**src/sv/uwt_pkg.sv**
```systemverilog
// ----------------------------------------------------------------------------
// UID whitelist table package
// Shared types, codes and constants of the card UID whitelist table.
// ----------------------------------------------------------------------------
package uwt_pkg;

  // Default table geometry.
  localparam int MaxEntriesDefault = 16;
  localparam int IdBytesDefault    = 5;

  // Fixed field widths of the command and response beats.
  localparam int OpcodeW     = 3;
  localparam int CardIdW     = 40;
  localparam int MarkerW     = 8;
  localparam int StatusW     = 2;
  localparam int EntryCountW = 5;

  // Marker byte of a valid stored record.
  localparam logic [MarkerW-1:0] RecordMark = 8'hA5;

  typedef enum logic [OpcodeW-1:0] {
    OP_CLEAR    = 3'd0,
    OP_LOAD     = 3'd1,
    OP_LOOKUP   = 3'd2,
    OP_REGISTER = 3'd3,
    OP_DELETE   = 3'd4
  } op_e;

  typedef enum logic [StatusW-1:0] {
    STAT_NONE    = 2'd0,
    STAT_STORED  = 2'd1,
    STAT_WIPED   = 2'd2,
    STAT_CLEARED = 2'd3
  } status_e;

  typedef enum logic [1:0] {
    ST_IDLE,
    ST_SCAN,
    ST_SHIFT,
    ST_COMMIT
  } state_e;

  typedef struct packed {
    logic [OpcodeW-1:0] opcode;
    logic [CardIdW-1:0] card_id;
    logic [MarkerW-1:0] record_marker;
  } cmd_t;

  typedef struct packed {
    logic                   hit;
    logic [StatusW-1:0]     status;
    logic [EntryCountW-1:0] entry_count;
  } rsp_t;

  // Report of the match scanner to the sequencer.
  typedef struct packed {
    logic done;
    logic found;
  } match_stat_t;

endpackage

```
**src/sv/uid_whitelist_table_core.sv**
```systemverilog
// ----------------------------------------------------------------------------
// UID whitelist table core
// Packed table of card UIDs with clear, reload, lookup, register and delete.
// ----------------------------------------------------------------------------
// Usage: a command beat on cmd_i is taken at a rising edge where start is high
// and busy is low. Each command produces exactly one response beat on rsp_o,
// marked by done_o for a single cycle; the receiver cannot hold it off, so it
// must capture the beat in that cycle.
// Timing: the match scan reads one valid entry per cycle through the single
// memory read port and one shared comparator, and it stops at the first
// match. A delete that hits then moves every later entry down one slot at
// one entry per cycle. busy stays high from acceptance until done_o, and a
// new command may be started in the cycle done_o is high.
// Reset clears the entry count and the sequencer; the entry memory itself is
// not cleared, since only slots below the count are ever read.
// ----------------------------------------------------------------------------
module uid_whitelist_table_core #(
  parameter int MaxEntries = uwt_pkg::MaxEntriesDefault,
  parameter int IdBytes    = uwt_pkg::IdBytesDefault
) (
  input  logic          clk_i,
  input  logic          rst_ni,
  input  logic          start,
  output logic          busy,
  input  uwt_pkg::cmd_t cmd_i,
  output logic          done_o,
  output uwt_pkg::rsp_t rsp_o
);

  // Stored UIDs are as wide as the configured byte count, capped by the port.
  localparam int IdW     = (8 * IdBytes > uwt_pkg::CardIdW) ? uwt_pkg::CardIdW
                                                            : 8 * IdBytes;
  localparam int IdxW    = (MaxEntries > 1) ? $clog2(MaxEntries) : 1;
  localparam int CntW    = $clog2(MaxEntries + 1);
  localparam int CntOutW = uwt_pkg::EntryCountW;
  localparam logic [CntW-1:0] FullCount = CntW'(MaxEntries);

  uwt_pkg::state_e state_q, state_d;

  uwt_pkg::cmd_t   cmd_q;
  logic [IdW-1:0]  key_q;
  logic [CntW-1:0] count_q, count_d;
  logic            found_q, found_d;
  logic [IdxW-1:0] pos_q, pos_d;
  logic [CntW-1:0] sh_ptr_q, sh_ptr_d;
  logic            wr_pend_q, wr_pend_d;
  logic [IdxW-1:0] wr_addr_q, wr_addr_d;
  uwt_pkg::rsp_t   rsp_q, rsp_d;
  logic            done_q, done_d;

  logic            accept;
  logic            full;
  logic [CntW-1:0] next_slot;

  // Memory ports.
  logic            mem_we;
  logic [IdxW-1:0] mem_waddr;
  logic [IdW-1:0]  mem_wdata;
  logic            mem_re;
  logic [IdxW-1:0] mem_raddr;
  logic [IdW-1:0]  mem_rdata;

  // Match scanner ports.
  logic                 m_rd_en;
  logic [IdxW-1:0]      m_rd_addr;
  uwt_pkg::match_stat_t m_stat;
  logic [IdxW-1:0]      m_pos;

  assign accept    = start && !busy;
  assign busy      = (state_q != uwt_pkg::ST_IDLE);
  assign full      = (count_q == FullCount);
  assign next_slot = CntW'(pos_q) + 1'b1;

  uwt_id_mem #(
    .Depth (MaxEntries),
    .Width (IdW),
    .AddrW (IdxW)
  ) u_mem (
    .clk_i   (clk_i),
    .we_i    (mem_we),
    .waddr_i (mem_waddr),
    .wdata_i (mem_wdata),
    .re_i    (mem_re),
    .raddr_i (mem_raddr),
    .rdata_o (mem_rdata)
  );

  uwt_match #(
    .IdW  (IdW),
    .IdxW (IdxW),
    .CntW (CntW)
  ) u_match (
    .clk_i     (clk_i),
    .rst_ni    (rst_ni),
    .start_i   (accept),
    .key_i     (key_q),
    .count_i   (count_q),
    .rdata_i   (mem_rdata),
    .rd_en_o   (m_rd_en),
    .rd_addr_o (m_rd_addr),
    .stat_o    (m_stat),
    .pos_o     (m_pos)
  );

  // Next-state logic of the sequencer.
  always_comb begin
    state_d = state_q;
    case (state_q)
      uwt_pkg::ST_IDLE: begin
        if (accept) begin
          state_d = uwt_pkg::ST_SCAN;
        end
      end
      uwt_pkg::ST_SCAN: begin
        if (m_stat.done) begin
          // A hit on a delete with later entries behind it needs a shift.
          if ((cmd_q.opcode == uwt_pkg::OP_DELETE) && m_stat.found &&
              ((CntW'(m_pos) + 1'b1) < count_q)) begin
            state_d = uwt_pkg::ST_SHIFT;
          end else begin
            state_d = uwt_pkg::ST_COMMIT;
          end
        end
      end
      uwt_pkg::ST_SHIFT: begin
        if (sh_ptr_q >= count_q) begin
          state_d = uwt_pkg::ST_COMMIT;
        end
      end
      uwt_pkg::ST_COMMIT: begin
        state_d = uwt_pkg::ST_IDLE;
      end
      default: begin
        state_d = uwt_pkg::ST_IDLE;
      end
    endcase
  end

  // Datapath control of the sequencer.
  always_comb begin
    count_d   = count_q;
    found_d   = found_q;
    pos_d     = pos_q;
    sh_ptr_d  = sh_ptr_q;
    wr_pend_d = 1'b0;
    wr_addr_d = wr_addr_q;
    rsp_d     = rsp_q;
    done_d    = 1'b0;
    mem_we    = 1'b0;
    mem_waddr = '0;
    mem_wdata = key_q;
    mem_re    = 1'b0;
    mem_raddr = m_rd_addr;

    case (state_q)
      uwt_pkg::ST_IDLE: begin
      end
      uwt_pkg::ST_SCAN: begin
        mem_re    = m_rd_en;
        mem_raddr = m_rd_addr;
        if (m_stat.done) begin
          found_d  = m_stat.found;
          pos_d    = m_pos;
          sh_ptr_d = CntW'(m_pos) + 1'b1;
        end
      end
      uwt_pkg::ST_SHIFT: begin
        // Read slot k and write it back to slot k-1 in the following cycle.
        if (wr_pend_q) begin
          mem_we    = 1'b1;
          mem_waddr = wr_addr_q;
          mem_wdata = mem_rdata;
        end
        if (sh_ptr_q < count_q) begin
          mem_re    = 1'b1;
          mem_raddr = sh_ptr_q[IdxW-1:0];
          wr_pend_d = 1'b1;
          wr_addr_d = IdxW'(sh_ptr_q - 1'b1);
          sh_ptr_d  = sh_ptr_q + 1'b1;
        end
      end
      uwt_pkg::ST_COMMIT: begin
        rsp_d.hit    = found_q;
        rsp_d.status = uwt_pkg::STAT_NONE;
        case (cmd_q.opcode)
          uwt_pkg::OP_CLEAR: begin
            count_d      = '0;
            rsp_d.status = uwt_pkg::STAT_CLEARED;
          end
          uwt_pkg::OP_LOAD: begin
            if ((cmd_q.record_marker == uwt_pkg::RecordMark) && (key_q != '0) &&
                !full) begin
              mem_we       = 1'b1;
              mem_waddr    = count_q[IdxW-1:0];
              count_d      = count_q + 1'b1;
              rsp_d.status = uwt_pkg::STAT_STORED;
            end
          end
          uwt_pkg::OP_REGISTER: begin
            if (!found_q) begin
              mem_we = 1'b1;
              if (!full) begin
                mem_waddr    = count_q[IdxW-1:0];
                count_d      = count_q + 1'b1;
                rsp_d.status = uwt_pkg::STAT_STORED;
              end else begin
                // Full table: start over with the new UID alone.
                mem_waddr    = '0;
                count_d      = CntW'(1);
                rsp_d.status = uwt_pkg::STAT_WIPED;
              end
            end
          end
          uwt_pkg::OP_DELETE: begin
            if (found_q) begin
              count_d      = count_q - 1'b1;
              rsp_d.status = uwt_pkg::STAT_STORED;
            end
          end
          default: begin
          end
        endcase
        rsp_d.entry_count = CntOutW'(count_d);
        done_d            = 1'b1;
      end
      default: begin
      end
    endcase
  end

  always_ff @(posedge clk_i or negedge rst_ni) begin
    if (!rst_ni) begin
      state_q   <= uwt_pkg::ST_IDLE;
      count_q   <= '0;
      wr_pend_q <= 1'b0;
      done_q    <= 1'b0;
    end else begin
      state_q   <= state_d;
      count_q   <= count_d;
      wr_pend_q <= wr_pend_d;
      done_q    <= done_d;
    end
  end

  always_ff @(posedge clk_i) begin
    if (accept) begin
      cmd_q <= cmd_i;
      key_q <= cmd_i.card_id[IdW-1:0];
    end
    found_q   <= found_d;
    pos_q     <= pos_d;
    sh_ptr_q  <= sh_ptr_d;
    wr_addr_q <= wr_addr_d;
    rsp_q     <= rsp_d;
  end

  assign done_o = done_q;
  assign rsp_o  = rsp_q;

  // The response beat follows the commit step directly.
  assert property (@(posedge clk_i) disable iff (!rst_ni)
    done_o |-> $past(state_q == uwt_pkg::ST_COMMIT))
    else $error("response beat without a commit step");

  // The entry count never passes the table depth.
  assert property (@(posedge clk_i) disable iff (!rst_ni)
    count_q <= FullCount)
    else $error("entry count beyond table depth");

  // An accepted command always starts a match scan.
  assert property (@(posedge clk_i) disable iff (!rst_ni)
    accept |=> (state_q == uwt_pkg::ST_SCAN))
    else $error("accepted command did not start a scan");

  // A wipe leaves exactly the new UID in the table.
  assert property (@(posedge clk_i) disable iff (!rst_ni)
    (done_o && (rsp_o.status == uwt_pkg::STAT_WIPED)) |-> (rsp_o.entry_count == CntOutW'(1)))
    else $error("wipe left a count other than one");

  // The shift only starts one slot past the matched entry.
  assert property (@(posedge clk_i) disable iff (!rst_ni)
    ((state_q == uwt_pkg::ST_SHIFT) && !$past(state_q == uwt_pkg::ST_SHIFT))
      |-> (sh_ptr_q == next_slot) && found_q)
    else $error("shift started at the wrong slot");

endmodule

```
**src/sv/uwt_id_mem.sv**
```systemverilog
// ----------------------------------------------------------------------------
// UID whitelist table entry memory
// One write port and one read port with registered read data.
// ----------------------------------------------------------------------------
module uwt_id_mem #(
  parameter int Depth = uwt_pkg::MaxEntriesDefault,
  parameter int Width = uwt_pkg::CardIdW,
  parameter int AddrW = 4
) (
  input  logic             clk_i,
  input  logic             we_i,
  input  logic [AddrW-1:0] waddr_i,
  input  logic [Width-1:0] wdata_i,
  input  logic             re_i,
  input  logic [AddrW-1:0] raddr_i,
  output logic [Width-1:0] rdata_o
);

  logic [Width-1:0] mem_q [Depth];
  logic [Width-1:0] rdata_q;

  always_ff @(posedge clk_i) begin
    if (we_i) begin
      mem_q[waddr_i] <= wdata_i;
    end
  end

  always_ff @(posedge clk_i) begin
    if (re_i) begin
      rdata_q <= mem_q[raddr_i];
    end
  end

  assign rdata_o = rdata_q;

endmodule

```
**src/sv/uwt_match.sv**
```systemverilog
// ----------------------------------------------------------------------------
// UID whitelist table match scanner
// Walks the valid entries through the memory read port, one per cycle, and
// compares each against the key with a single shared comparator.
// ----------------------------------------------------------------------------
module uwt_match #(
  parameter int IdW  = uwt_pkg::CardIdW,
  parameter int IdxW = 4,
  parameter int CntW = 5
) (
  input  logic                  clk_i,
  input  logic                  rst_ni,
  input  logic                  start_i,
  input  logic [IdW-1:0]        key_i,
  input  logic [CntW-1:0]       count_i,
  input  logic [IdW-1:0]        rdata_i,
  output logic                  rd_en_o,
  output logic [IdxW-1:0]       rd_addr_o,
  output uwt_pkg::match_stat_t  stat_o,
  output logic [IdxW-1:0]       pos_o
);

  logic            active_q, active_d;
  logic [CntW-1:0] scan_ptr_q, scan_ptr_d;
  logic            cmp_vld_q, cmp_vld_d;
  logic [IdxW-1:0] cmp_ptr_q, cmp_ptr_d;
  logic            hit_now;
  logic            more;
  logic            done;

  // The read issued last cycle is compared now; reads stop at the first hit.
  assign hit_now = cmp_vld_q && (rdata_i == key_i);
  assign more    = scan_ptr_q < count_i;
  assign done    = active_q && (hit_now || (!cmp_vld_q && !more));
  assign rd_en_o = active_q && more && !hit_now;
  assign rd_addr_o = scan_ptr_q[IdxW-1:0];

  always_comb begin
    active_d   = active_q;
    scan_ptr_d = scan_ptr_q;
    cmp_vld_d  = rd_en_o;
    cmp_ptr_d  = cmp_ptr_q;
    if (start_i) begin
      active_d   = 1'b1;
      scan_ptr_d = '0;
      cmp_vld_d  = 1'b0;
    end else begin
      if (rd_en_o) begin
        scan_ptr_d = scan_ptr_q + 1'b1;
        cmp_ptr_d  = scan_ptr_q[IdxW-1:0];
      end
      if (done) begin
        active_d = 1'b0;
      end
    end
  end

  always_ff @(posedge clk_i or negedge rst_ni) begin
    if (!rst_ni) begin
      active_q   <= 1'b0;
      scan_ptr_q <= '0;
      cmp_vld_q  <= 1'b0;
    end else begin
      active_q   <= active_d;
      scan_ptr_q <= scan_ptr_d;
      cmp_vld_q  <= cmp_vld_d;
    end
  end

  always_ff @(posedge clk_i) begin
    cmp_ptr_q <= cmp_ptr_d;
  end

  assign stat_o.done  = done;
  assign stat_o.found = hit_now;
  assign pos_o        = cmp_ptr_q;

endmodule
```
**config.mk**
```make
export PLATFORM = sky130hd
export DESIGN_NAME = uid_whitelist_table_core
export DESIGN_NICKNAME = d
export VERILOG_FILES = /design/src/sv/uwt_pkg.sv /design/src/sv/uid_whitelist_table_core.sv /design/src/sv/uwt_id_mem.sv /design/src/sv/uwt_match.sv
export SDC_FILE = /design/constraint.sdc
export NUM_CORES = 1
export LEC_CHECK = 0
export ABC_AREA = 1
export BUFFER_PORTS_ARGS = -buffer_cell sky130_fd_sc_hd__buf_2
export CAP_MARGIN = 20
export CORE_MARGIN = 8
export CORE_UTILIZATION = 30
export DETAILED_ROUTE_END_ITERATION = 7
export MAX_ROUTING_LAYER = met4
export PLACE_DENSITY = 0.51
export SLEW_MARGIN = 20
export SYNTH_ARGS = -nofsm -noshare
export SYNTH_HDL_FRONTEND = slang
export SYNTH_SLANG_ARGS = --single-unit
```
**constraint.sdc**
```tcl
create_clock -name clk_i -period 7.1 [get_ports clk_i]
set_clock_uncertainty 0.2 [all_clocks]
set_input_delay 0.71 -clock clk_i [delete_from_list [all_inputs] [get_ports clk_i]]
set_output_delay 0.71 -clock clk_i [all_outputs]
set_load 0.005 [all_outputs]
```
==> impl_metrics.ini <==
[clock_tree]
clk_latency_ns = 0.66
clkSinkCount = 769
cts.clk_slew.worst_paths_ns = 0.06
post_cts_buffers = 0
clock_tree.buffer_depth = 3
cts.htree.levels = 3
cts_buffers = 88
cts_resized = 0
cts-root-buf = clkbuf_16
cts_tree = done

[detailed_routing]
first_iter_violations = 2221
routedWlPerCell_um = 19.03
drt-vias-per-instance = 4.573
vias = 23530
firstDrtPassIters = 6
ant_nets = 0
routed_wirelength_um = 97940
drc_errors = 0

[yosys]
synthTopCellsByArea = edfxtp_1 65%, nand2_1 12%, nand3_1 8.2%, inv_1 7.4%, buf_2 1.2%
synth.distinct_cells = 33
synth_area_leader_cell = edfxtp_1
synth_top_family_by_area = simple AND/OR/NAND/NOR gates
synth_seq_cells = 769
yosysSeqAreaShare_pct = 66.60
syn_nets = 3547
async_reset_ff_share_pct = 2.081
synth-edff-count = 753
yosys.area_share.simple_pct = 21.18
yosys-mux-area-fraction_pct = 0
yosys_most_used_dff = edfxtp_1
post-synth-top-area-fraction_pct = 65.45
synth_area_um2 = 34550
syn_avg_cell_area_um2 = 9.966
synthXorXnorAreaFrac_pct = 0.5070
syn-instance-count = 3467
synthAdderAreaFrac_pct = 0.9416
synth_warnings = 0
synth_compound_area_share_pct = 1.347

[placement]
hpwl_um = 58230
io_buffer_count = 63
gp_congestion = 0.8468

[timing]
fin_crit_ns = 4.881
relSlewSlack_pct = 33.56
slew_violations = 0
worst_slew_pin_slew_ns = 0.9943
finalSetupViolCount = 0
fin_crit_sh_pct = 68.75
timing.fmax_mhz = 204.9
rsz0062_at_grt = no
hold_viol = 0
tns_ns = 0

[floorplan]
start_util_pct = 30.22
design.core.area_um2 = 114300
ios = 64
die_h_um = 355.4
die_w_um = 355.4
die-area_um2 = 126300
rows = 124

[cells_and_area]
final_util_pct = 34.85
nFillCells = 11460
drive_above_1_share_pct = 8.232
synthToLayoutAreaGrowth_pct = 15.33
nNetsFinal = 3639

[worst_setup_path]
critPathMaxFanout = 22
arrival_ns = 4.97
critPathLaunchType = register
worstSetupEndpointType = register
crit_required_ns = 7.18
worstSetupPathType = reg -> reg

[power_and_ir_drop]
irDropWorstVdd_v = 0.0003634
total_power_mw = 16.10
total_leakage_power_nw = 17.01
p_per_area_nw_per_um2 = 404.0

[global_route]
antenna_found_initial = 7
grt_max_degree = 140
gr-total-overflow = 0
grtUsageTotal_pct = 15.71
grt_pass1_wl_um = 147300
grt_pass1_vias = 22600

[status]
outcome = finished, final reports clean

[run]
cap_violations = 0

[worst_hold_path]
hold_path_class = in -> reg
-- final timing paths --
kind                                  start                     to  slack [ns]  depth (start not counted)
max                               key_q[20]    u_mem.mem_q[10][33]        2.22                         15
min                               cmd_i[49]              cmd_q[49]        0.05                          1
max reg2reg                       key_q[20]    u_mem.mem_q[10][33]        2.22                         15
min reg2reg                u_match.active_q       u_match.active_q        0.33                          2
max in group asynchronous            rst_ni  u_match.scan_ptr_q[1]        5.99                          2
min in group asynchronous            rst_ni                 done_o        0.36                          2
-- layer usage --
metal / up-vias / GRT usage, % / routed length, um
li1: 11380 / - / -
met1: 11400 / 22.17 / 46990
met2: 618 / 23.83 / 44030
met3: 129 / 2.176 / 4796
met4: 0 / 4.077 / 2130
met5: - / - / 0
-- power by group --
part	total [mW]	internal [mW]	switching, mW	leakage, nW
sequential	5.97	5.73	0.241	7.01
clock	4.49	2.63	1.86	1.39
combinational	5.64	1.52	4.12	8.61
total	16.1	9.87	6.22	17.0
-- kinds of logic (layout without fill, tap and decap cells) --
| kind of cell | Yosys count | count (layout) |
|---|---|---|
| compound gates | 81 | 81 |
| xor+xnor | 20 | 20 |
| fa+ha+maj | 26 | 26 |
| buf+inv | 829 | 994 |
| flops | 769 | 769 |
| other cells | 0 | 2 |
| simple gates | 1742 | 1742 |
-- cell usage in the layout (no fill, tap or decap), types with 12 or more instances in the layout --
master,netlist,final
nor2_4,0,16
ha_1,26,26
o21ai_1,2,17
nor2_1,81,65
clkinv_2,0,17
nand3_1,565,565
clkbuf_1,42,13
dlygate4sd3_1,0,12
buf_2,85,63
clkbuf_16,0,89
buf_4,10,64
o21ai_0,54,27
edfxtp_1,753,753
dfrtp_1,16,16
inv_1,681,679
xor2_1,14,14
clkinv_1,2,27
nand2_1,1069,1068
-- cell usage after synthesis, types with 5 or more instances --
cell type,instances
buf_1,5
a21oi_1,7
dfrtp_1,16
buf_2,85
o21ai_0,54
nand3_1,565
inv_1,681
nor3_1,9
edfxtp_1,753
xnor2_1,6
xor2_1,14
nand4_1,11
buf_4,10
nand2_1,1069
nor2_1,81
ha_1,26
clkbuf_1,42
o211ai_1,5
-- what timing repair did --
| action | 4_1_cts | 5_1_grt |
|---|---|---|
| endpoints found under the setup margin | 0 | 0 |
| hold endpoints to repair | 27 | 0 |
| hold buffers | 12 | 0 |
-- flip-flops by register name, summed over array words and instances (netlist names) --
register and cells:
cmd_q 11, count_q 5, done_o 1, found_q 1, key_q 40, rsp_o 8
sh_ptr_q 5, state_q 2, u_match.active_q 1, u_match.cmp_vld_q 1, u_match.pos_o 4, u_match.scan_ptr_q 5
u_mem.mem_q 640, u_mem.rdata_o 40, wr_addr_q 4, wr_pend_q 1
-- worst max-delay path: stages, from the launching register on --
cell and delay (ns):
edfxtp_1 0.43, nor2_1 0.14, nand3_1 0.09, nor2_1 0.14, nand2_1 0.09, nor2_1 0.35, nand2_1 0.35, nand2_1 0.23
inv_1 0.06, ha_1 0.18, nand2_1 0.06, o21ai_0 0.10, a22oi_1 0.36, nand2_1 0.34, nor2_4 0.84, buf_4 0.52
-- area by class of cell --
class | count | area (um^2) | share of cell area (%)
sequential | 769 | 23010 | 57.75
clock inverter | 58 | 523.0 | 1.313
antenna | 2 | 5.005 | 0.01256
tap | 1512 | 1892 | 4.748
timing repair buffer | 144 | 1023 | 2.569
multi-input combinational | 1869 | 8487 | 21.30
clock buffer | 105 | 2317 | 5.815
inverter | 687 | 2587 | 6.494
-- through the flow --
stage / hold slack (ns) / setup slack (ns) / area [um^2] / instances
CTS: 0.005169 / 2.156 / 39790 / 5142
global route: 0.02091 / 1.890 / 39850 / 5146
global placement: 0.3018 / 2.201 / 36830 / 4967
finish: 0.05336 / 2.219 / 39850 / 5146
floorplan: 0.2144 / 2.651 / 34550 / 3467
detailed placement: 0.3164 / 2.215 / 36830 / 4967
No activity file was read; power rests on OpenSTA's default activity.
